## src/rtl/sfpd_pkg.sv

```systemverilog
`timescale 1ns / 1ps

package sfpd_pkg;

    // payload store depth default
    localparam int MAX_PAYLOAD_DEF = 32;

    // crc-16 ccitt constants
    localparam logic [15:0] CRC_POLY = 16'h1021;
    localparam logic [15:0] CRC_INIT = 16'hFFFF;
    localparam int          CRC_BITS = 8;

    // configuration register indexes
    localparam logic [1:0] REG_FIRST_SYNC  = 2'd0;
    localparam logic [1:0] REG_SECOND_SYNC = 2'd1;
    localparam logic [1:0] REG_MAX_LENGTH  = 2'd2;

    // result kinds
    localparam logic [1:0] KIND_HEADER    = 2'd0;
    localparam logic [1:0] KIND_PAYLOAD   = 2'd1;
    localparam logic [1:0] KIND_CRC_ERROR = 2'd2;

    // control from the parser to the crc unit
    typedef struct packed {
        logic       restart;
        logic       load;
        logic [7:0] data;
    } crc_ctrl_t;

endpackage

```

## src/rtl/sfpd_ram.sv

```systemverilog
`timescale 1ns / 1ps

module sfpd_ram #(
    parameter int WIDTH = 8,
    parameter int DEPTH = 32,
    localparam int AW = (DEPTH > 1) ? $clog2(DEPTH) : 1
) (
    input  logic             clk,
    input  logic             we,
    input  logic [AW-1:0]    waddr,
    input  logic [WIDTH-1:0] wdata,
    input  logic [AW-1:0]    raddr,
    output logic [WIDTH-1:0] rdata
);

    logic [WIDTH-1:0] mem_reg [DEPTH];

    // one write port, one registered read port
    always_ff @(posedge clk)
    begin
        if (we)
        begin
            mem_reg[waddr] <= wdata;
        end
        rdata <= mem_reg[raddr];
    end

endmodule

```

## src/rtl/sfpd_crc_unit.sv

```systemverilog
`timescale 1ns / 1ps

module sfpd_crc_unit
    import sfpd_pkg::*;
(
    input  logic        clk,
    input  logic        rst_n,
    input  crc_ctrl_t   ctrl,
    output logic [15:0] crc,
    output logic        busy
);

    logic [15:0] crc_reg;
    logic [15:0] crc_next;
    logic [3:0]  cnt_reg;
    logic [3:0]  cnt_next;

    // one polynomial step per cycle, eight steps per byte
    always_comb
    begin
        crc_next = crc_reg;
        cnt_next = cnt_reg;
        if (ctrl.restart)
        begin
            crc_next = CRC_INIT;
        end
        else if (ctrl.load)
        begin
            crc_next = crc_reg ^ {ctrl.data, 8'h00};
            cnt_next = 4'(CRC_BITS);
        end
        else if (cnt_reg != 4'd0)
        begin
            crc_next = crc_reg[15] ? ({crc_reg[14:0], 1'b0} ^ CRC_POLY)
                                   : {crc_reg[14:0], 1'b0};
            cnt_next = cnt_reg - 4'd1;
        end
    end

    always_ff @(posedge clk or negedge rst_n)
    begin
        if (!rst_n)
        begin
            crc_reg <= CRC_INIT;
            cnt_reg <= 4'd0;
        end
        else
        begin
            crc_reg <= crc_next;
            cnt_reg <= cnt_next;
        end
    end

    assign crc  = crc_reg;
    assign busy = (cnt_reg != 4'd0);

endmodule

```

## src/rtl/sync_framed_packet_deframer_crc16.sv

```systemverilog
`timescale 1ns / 1ps

// Byte-stream deframer for frames laid out as first sync, second sync, id,
// length, payload and a little-endian CRC-16/CCITT-FALSE over id, length and
// payload. Id, length and payload bytes each pass through the single CRC unit,
// which shifts one bit per cycle, and the input is held off until it is done.
// After the last CRC byte a good frame emits a header result and then replays
// each payload byte from the payload RAM with a read state and then a load
// state, the last result carrying tlast; a bad CRC emits one checksum-error
// result. While results are replayed no input byte is taken, and output stalls
// hold up the replay.
module sync_framed_packet_deframer_crc16
    import sfpd_pkg::*;
#(
    parameter int MAX_PAYLOAD = MAX_PAYLOAD_DEF
) (
    input  logic        clk,
    input  logic        rst_n,
    // input stream
    input  logic        s_axis_tvalid,
    output logic        s_axis_tready,
    input  logic [7:0]  s_axis_tdata,   // [7:0] rx_byte
    // result stream
    output logic        m_axis_tvalid,
    input  logic        m_axis_tready,
    output logic [23:0] m_axis_tdata,   // [7:0] frame_id, [13:8] frame_length,
                                        // [21:14] data_byte, [23:22] zero
    output logic [1:0]  m_axis_tuser,   // [1:0] item_kind
    output logic        m_axis_tlast,
    // configuration
    input  logic        cfg_we,
    input  logic [1:0]  cfg_addr,
    input  logic [7:0]  cfg_wdata
);

    localparam int AW = (MAX_PAYLOAD > 1) ? $clog2(MAX_PAYLOAD) : 1;
    localparam logic [5:0] LIMIT_CAP = 6'(MAX_PAYLOAD);

    // parser phases
    localparam logic [2:0] PH_SYNC1 = 3'd0;
    localparam logic [2:0] PH_SYNC2 = 3'd1;
    localparam logic [2:0] PH_ID    = 3'd2;
    localparam logic [2:0] PH_LEN   = 3'd3;
    localparam logic [2:0] PH_DATA  = 3'd4;
    localparam logic [2:0] PH_CRCLO = 3'd5;
    localparam logic [2:0] PH_CRCHI = 3'd6;

    // sequencer states
    localparam logic [2:0] S_IN  = 3'd0;
    localparam logic [2:0] S_HDR = 3'd1;
    localparam logic [2:0] S_ERR = 3'd2;
    localparam logic [2:0] S_RD  = 3'd3;
    localparam logic [2:0] S_DAT = 3'd4;

    logic [7:0]  first_sync_reg;
    logic [7:0]  second_sync_reg;
    logic [5:0]  max_length_reg;

    logic [2:0]  state_reg,   state_next;
    logic [2:0]  phase_reg,   phase_next;
    logic [7:0]  held_id_reg, held_id_next;
    logic [5:0]  held_len_reg, held_len_next;
    logic [5:0]  index_reg,   index_next;
    logic [5:0]  rd_idx_reg,  rd_idx_next;
    logic [7:0]  crc_lo_reg,  crc_lo_next;

    logic        out_valid_reg, out_valid_next;
    logic [1:0]  out_kind_reg,  out_kind_next;
    logic [7:0]  out_data_reg,  out_data_next;
    logic        out_last_reg,  out_last_next;
    logic [7:0]  out_id_reg,    out_id_next;
    logic [5:0]  out_len_reg,   out_len_next;

    crc_ctrl_t   crc_ctrl;
    logic [15:0] crc_value;
    logic        crc_busy;

    logic        in_fire;
    logic        out_free;
    logic [5:0]  limit;
    logic        ram_we;
    logic [7:0]  ram_rdata;

    // configuration registers
    always_ff @(posedge clk or negedge rst_n)
    begin
        if (!rst_n)
        begin
            first_sync_reg  <= 8'hAA;
            second_sync_reg <= 8'h55;
            max_length_reg  <= 6'd32;
        end
        else if (cfg_we)
        begin
            unique case (cfg_addr)
                REG_FIRST_SYNC:  first_sync_reg  <= cfg_wdata;
                REG_SECOND_SYNC: second_sync_reg <= cfg_wdata;
                REG_MAX_LENGTH:  max_length_reg  <= cfg_wdata[5:0];
                default:         ;
            endcase
        end
    end

    assign s_axis_tready = (state_reg == S_IN) && !crc_busy;
    assign in_fire       = s_axis_tvalid && s_axis_tready;
    assign out_free      = !out_valid_reg || m_axis_tready;
    assign limit         = (max_length_reg < LIMIT_CAP) ? max_length_reg : LIMIT_CAP;
    assign ram_we        = in_fire && (phase_reg == PH_DATA);

    // parser and result sequencer
    always_comb
    begin
        state_next     = state_reg;
        phase_next     = phase_reg;
        held_id_next   = held_id_reg;
        held_len_next  = held_len_reg;
        index_next     = index_reg;
        rd_idx_next    = rd_idx_reg;
        crc_lo_next    = crc_lo_reg;
        out_valid_next = out_valid_reg && !m_axis_tready;
        out_kind_next  = out_kind_reg;
        out_data_next  = out_data_reg;
        out_last_next  = out_last_reg;
        out_id_next    = out_id_reg;
        out_len_next   = out_len_reg;
        crc_ctrl       = '0;
        crc_ctrl.data  = s_axis_tdata;

        unique case (state_reg)
            S_IN:
            begin
                if (in_fire)
                begin
                    unique case (phase_reg)
                        PH_SYNC1:
                        begin
                            if (s_axis_tdata == first_sync_reg)
                            begin
                                phase_next = PH_SYNC2;
                            end
                        end
                        PH_SYNC2:
                        begin
                            if (s_axis_tdata == second_sync_reg)
                            begin
                                phase_next       = PH_ID;
                                crc_ctrl.restart = 1'b1;
                            end
                            else
                            begin
                                phase_next = PH_SYNC1;
                            end
                        end
                        PH_ID:
                        begin
                            held_id_next  = s_axis_tdata;
                            crc_ctrl.load = 1'b1;
                            phase_next    = PH_LEN;
                        end
                        PH_LEN:
                        begin
                            if (s_axis_tdata > {2'b00, limit})
                            begin
                                phase_next = PH_SYNC1;
                            end
                            else
                            begin
                                held_len_next = s_axis_tdata[5:0];
                                crc_ctrl.load = 1'b1;
                                index_next    = 6'd0;
                                phase_next    = (s_axis_tdata == 8'd0) ? PH_CRCLO : PH_DATA;
                            end
                        end
                        PH_DATA:
                        begin
                            crc_ctrl.load = 1'b1;
                            index_next    = index_reg + 6'd1;
                            if (index_reg + 6'd1 >= held_len_reg)
                            begin
                                phase_next = PH_CRCLO;
                            end
                        end
                        PH_CRCLO:
                        begin
                            crc_lo_next = s_axis_tdata;
                            phase_next  = PH_CRCHI;
                        end
                        PH_CRCHI:
                        begin
                            phase_next = PH_SYNC1;
                            if ({s_axis_tdata, crc_lo_reg} == crc_value)
                            begin
                                state_next = S_HDR;
                            end
                            else
                            begin
                                state_next = S_ERR;
                            end
                        end
                        default:
                        begin
                            phase_next = PH_SYNC1;
                        end
                    endcase
                end
            end
            S_HDR:
            begin
                if (out_free)
                begin
                    out_valid_next = 1'b1;
                    out_kind_next  = KIND_HEADER;
                    out_data_next  = 8'd0;
                    out_last_next  = (held_len_reg == 6'd0);
                    out_id_next    = held_id_reg;
                    out_len_next   = held_len_reg;
                    rd_idx_next    = 6'd0;
                    state_next     = (held_len_reg == 6'd0) ? S_IN : S_RD;
                end
            end
            S_ERR:
            begin
                if (out_free)
                begin
                    out_valid_next = 1'b1;
                    out_kind_next  = KIND_CRC_ERROR;
                    out_data_next  = 8'd0;
                    out_last_next  = 1'b1;
                    out_id_next    = held_id_reg;
                    out_len_next   = held_len_reg;
                    state_next     = S_IN;
                end
            end
            S_RD:
            begin
                // read address settles, data registered for the next cycle
                state_next = S_DAT;
            end
            S_DAT:
            begin
                if (out_free)
                begin
                    out_valid_next = 1'b1;
                    out_kind_next  = KIND_PAYLOAD;
                    out_data_next  = ram_rdata;
                    out_last_next  = (rd_idx_reg + 6'd1 == held_len_reg);
                    out_id_next    = held_id_reg;
                    out_len_next   = held_len_reg;
                    rd_idx_next    = rd_idx_reg + 6'd1;
                    state_next     = (rd_idx_reg + 6'd1 == held_len_reg) ? S_IN : S_RD;
                end
            end
            default:
            begin
                state_next = S_IN;
            end
        endcase
    end

    // control registers
    always_ff @(posedge clk or negedge rst_n)
    begin
        if (!rst_n)
        begin
            state_reg     <= S_IN;
            phase_reg     <= PH_SYNC1;
            held_id_reg   <= 8'd0;
            held_len_reg  <= 6'd0;
            index_reg     <= 6'd0;
            rd_idx_reg    <= 6'd0;
            crc_lo_reg    <= 8'd0;
            out_valid_reg <= 1'b0;
        end
        else
        begin
            state_reg     <= state_next;
            phase_reg     <= phase_next;
            held_id_reg   <= held_id_next;
            held_len_reg  <= held_len_next;
            index_reg     <= index_next;
            rd_idx_reg    <= rd_idx_next;
            crc_lo_reg    <= crc_lo_next;
            out_valid_reg <= out_valid_next;
        end
    end

    // output payload registers
    always_ff @(posedge clk)
    begin
        out_kind_reg <= out_kind_next;
        out_data_reg <= out_data_next;
        out_last_reg <= out_last_next;
        out_id_reg   <= out_id_next;
        out_len_reg  <= out_len_next;
    end

    // shared bit-serial crc unit
    sfpd_crc_unit u_crc (
        .clk   (clk),
        .rst_n (rst_n),
        .ctrl  (crc_ctrl),
        .crc   (crc_value),
        .busy  (crc_busy)
    );

    // payload store
    sfpd_ram #(
        .WIDTH (8),
        .DEPTH (MAX_PAYLOAD)
    ) u_store (
        .clk   (clk),
        .we    (ram_we),
        .waddr (index_reg[AW-1:0]),
        .wdata (s_axis_tdata),
        .raddr (rd_idx_reg[AW-1:0]),
        .rdata (ram_rdata)
    );

    assign m_axis_tvalid = out_valid_reg;
    assign m_axis_tdata  = {2'b00, out_data_reg, out_len_reg, out_id_reg};
    assign m_axis_tuser  = out_kind_reg;
    assign m_axis_tlast  = out_last_reg;

endmodule

```

## config.mk

```make
export PLATFORM = sky130hd
export DESIGN_NAME = sync_framed_packet_deframer_crc16
export DESIGN_NICKNAME = d
export VERILOG_FILES = /design/src/rtl/sfpd_pkg.sv /design/src/rtl/sfpd_ram.sv /design/src/rtl/sfpd_crc_unit.sv /design/src/rtl/sync_framed_packet_deframer_crc16.sv
export SDC_FILE = /design/constraint.sdc
export NUM_CORES = 1
export LEC_CHECK = 0
export BUFFER_PORTS_ARGS = -buffer_cell sky130_fd_sc_hd__buf_2
export CAP_MARGIN = 20
export CORE_MARGIN = 5
export CORE_UTILIZATION = 55
export DETAILED_ROUTE_END_ITERATION = 10
export PLACE_DENSITY = 0.79
export SYNTH_ARGS = -nofsm -noshare
export SYNTH_HDL_FRONTEND = slang
export SYNTH_SLANG_ARGS = --single-unit
```

## constraint.sdc

```tcl
create_clock -name clk -period 2.7 [get_ports clk]
set_input_delay 0.135 -clock clk [delete_from_list [all_inputs] [get_ports clk]]
set_output_delay 0.135 -clock clk [all_outputs]
set_load 0.03 [all_outputs]
```

==> results.md <==
* Layout cell share with drive strength beyond 1 at 0.2584
* Synth Warn # at 0
* Worst vdd ir at 0.5555 mV
* Clk slew on worst S/H paths at ~60 ps
* R2R Path End: u_crc.crc[8]
* Syn avg cell area at 15.75 um^2
* Core area at 0.02793 mm^2
* Net Switching at between 4 and 5 mW
* Status: completed
* Crit path time final at 2536 ps
* Max frequency at 0.3942 GHz
* PD cells at 911.8 mW/mm^2
* Synth Instances at 994
* Root Buffer Master: clkbuf_16
* Prevailing post-synth register cell: edfxtp_1
* Max Cap Violations at 0
* Worst R2R Start: max_length_reg[5]
* Vias at 9124
* Die H at 178.7 um
* Synth unique cells at 69
* GP Congestion at 0.8529
* Reg2Reg Setup Slack at 160 ps
* Endpoints failing setup at 0
* Vias in the first global route at between 9k and 10k
* Clock Skew at around 24 ps
* Worst setup SP type: flop
* Hold Crit Class: input pin to flop
* Wirelength per Cell at 22.92 um
* Initial DRC count at 822
* Reg area at 0.01071 mm^2
* TritonCTS buffer count at 38
* P_leak at 6.368 nW
* Number of routed nets with antenna violations at 0
* Endpoints failing hold at 0
* Area of the multi-input gates at 0.004593 mm^2
* Routed wire length at 34.66 mm
* ANT cells at 0
* GR Layer Usage met1 at 0.2892
* Pint at 11.45 mW
* Capture point of the critical path: u_crc.crc[8]
* Worst EP required at 3130 ps
* Most frequent cells in the layout: 281 x edfxtp_1, 64 x buf_4, 56 x dfrtp_1
* Mapped Area at 0.01566 mm^2
* CTS tree: built
* H-tree depth at 2
* Post-CTS Setup Inserts at 0
* Final Cycle Share at 0.9394
* Most Crowded Layer GR: met2
* Area growth, synth to finish at 14.54%
* Total GRT Usage at 0.2240
* First-pass GRT wire length at about 54 mm
* GRT overflow at 0
* Met3 Track Usage GR at 0.04871
* Initial antenna violation count at 3
* Number of synthesized flops with an enable pin at 281
* DRC violations left at 0
* Placed instance area at 0.01667 mm^2
* Vias per inst at 6.034
* Number of fill cells in the layout at 1920
* I/O Pins at 52
* RSZ-0062 raised after global routing: no
* Power share of the combinational group at 0.260
* Drt pass-1 iters at 5
* Initial core utilization at 0.5606
* Clk network pwr share at 0.296
* Sequential share of power at 0.444
* Net Sw Frac at 0.2997
* Layout net count at 1146
* # port buffers at 49
* Final TNS setup at 0 ps
* DP HPWL at 22.11 mm
* Die Width at 178.7 um
* Max clock buf depth at 3
* Relative slew slack at 0.3608
* Worst Setup End Kind: flop
* Pin count of the biggest net entering global routing at 79
* CP max FO at 9
* Clock sinks at between 300 and 400
* Most common cell after layout, fill and taps aside: edfxtp_1
* Async S/R FF share, synth at 0.2231
* Critical path type: flop to flop
* Sequential fraction of the synthesis area at 0.6837
* Tightest Pin Transition at 958.8 ps
* Fin area at about 0.018 mm^2
* Worst setup path start: max_length_reg[5]
* Clock Latency Late Sink at 530 ps
* Cell row count at 61
* Worst Path Arrival at approximately 3000 ps
* Reg2reg path depth at 8
* Largest register FFs at 256
* Final slew viol count at 0
* Die Area at 0.03194 mm^2
* Seq cells post-synth at 372
* M2 GR Usage at 0.3788
-- worst min-delay path by stage --
stage,start,to,cells after the start
final,m_axis_tready,state_reg[0],4
after global routing,m_axis_tready,state_reg[0],4
after CTS,s_axis_tdata[0],u_store.mem_reg[11][0],1
after detailed placement,rst_n,crc_lo_reg[2],1
after global placement,rst_n,crc_lo_reg[2],1
after floorplan,rst_n,crc_lo_reg[0],0
-- per-stage QoR --
stage	hold slack [ps]	power, mW	setup slack [ps]	instances	utilization
floorplan	-160.6	10.25	217.0	995	-
global placement	348.7	11.41	202.4	1432	0.5967
detailed placement	354.0	11.55	96.75	1432	0.5967
CTS	3.268	16.42	110.4	1510	0.6410
global route	88.09	17.07	14.03	1512	0.6421
finish	55.10	16.35	163.5	1512	0.6421
-- logic make-up (layout without fill, tap and decap cells) --
family	Yosys count	after routing	synth area share
and+or+nand+nor	194	194	0.06408
buffers and inverters	79	218	0.02373
muxes	134	134	0.1208
xor gates and xnor gates	46	46	0.02573
AOI/OAI and AO/OA	150	150	0.06728
DFF	372	372	0.6837
other	1	2	0.0002395
adders and majority gates	18	18	0.01438
-- routing by layer --
layer | vias up | wire, um
met1 | 4607 | 13310
met4 | 6 | 1277
met5 | - | 34
li1 | 4064 | -
met2 | 353 | 17470
met3 | 94 | 2556
-- power by group through the flow --
| stage | logic (mW) | registers [mW] | clock network (mW) |
|---|---|---|---|
| 3_3_place_gp | 4.05 | 7.36 | 0 |
| 3_5_place_dp | 4.18 | 7.37 | 0 |
| 5_1_grt | 4.56 | 7.32 | 5.19 |
| 4_1_cts | 4.22 | 7.26 | 4.94 |
| 6_report | 4.25 | 7.26 | 4.85 |
| 2_1_floorplan | 2.90 | 7.35 | 0 |
-- worst max-delay path: stages (launching register included) --
cell and delay (ps):
dfstp_2 540, inv_1 90, ha_1 300, and4bb_2 270, a221o_2 420, nor4_4 270, nor3_4 130, mux2i_1 150
a221oi_1 280
-- layout make-up --
class,count,area share
sequential,372,0.5972
multi-input combinational,544,0.2561
clock buffer,51,0.05692
timing repair buffer,128,0.05197
tap,378,0.02637
clock inverter,18,0.007046
inverter,21,0.004395
-- cells in the mapped netlist, drive strengths merged, types with 2 or more instances --
cell type | n | area [um^2]
a211oi | 9 | 67.56
a21o | 12 | 91.34
a21oi | 18 | 93.84
a221oi | 4 | 41.29
a2bb2oi | 2 | 17.52
a31oi | 3 | 18.77
and2 | 3 | 18.77
and3 | 10 | 62.56
buf | 30 | 187.7
clkbuf | 28 | 105.1
dfrtp | 58 | 1451
dfstp | 25 | 656.9
dfxtp | 8 | 160.2
edfxtp | 281 | 8438
ha | 18 | 225.2
inv | 20 | 75.07
mux2 | 40 | 450.4
mux2i | 54 | 540.5
mux4 | 40 | 900.9
nand2 | 52 | 197.7
nand2b | 6 | 45.04
nand3 | 11 | 55.05
nand3b | 7 | 52.55
nand4 | 6 | 37.54
nor2 | 54 | 205.2
nor2b | 6 | 37.54
nor3 | 11 | 66.32
nor3b | 4 | 35.03
nor4 | 8 | 56.30
o2111ai | 4 | 35.03
o211ai | 2 | 15.01
o21ai | 35 | 178.9
o221ai | 25 | 219.0
o22a | 7 | 61.31
o22ai | 19 | 118.9
o31ai | 2 | 15.01
or2 | 2 | 12.51
or3 | 4 | 25.02
or3b | 4 | 35.03
or4 | 2 | 15.01
xnor2 | 28 | 245.2
xor2 | 18 | 157.7
-- what timing repair did --
action	CTS	global route
hold buffers	9	1
endpoints found under the setup margin	0	2
resized for setup	0	1
endpoints found under the hold margin	80	2
Note: power is estimated with default switching activity, not from simulation.
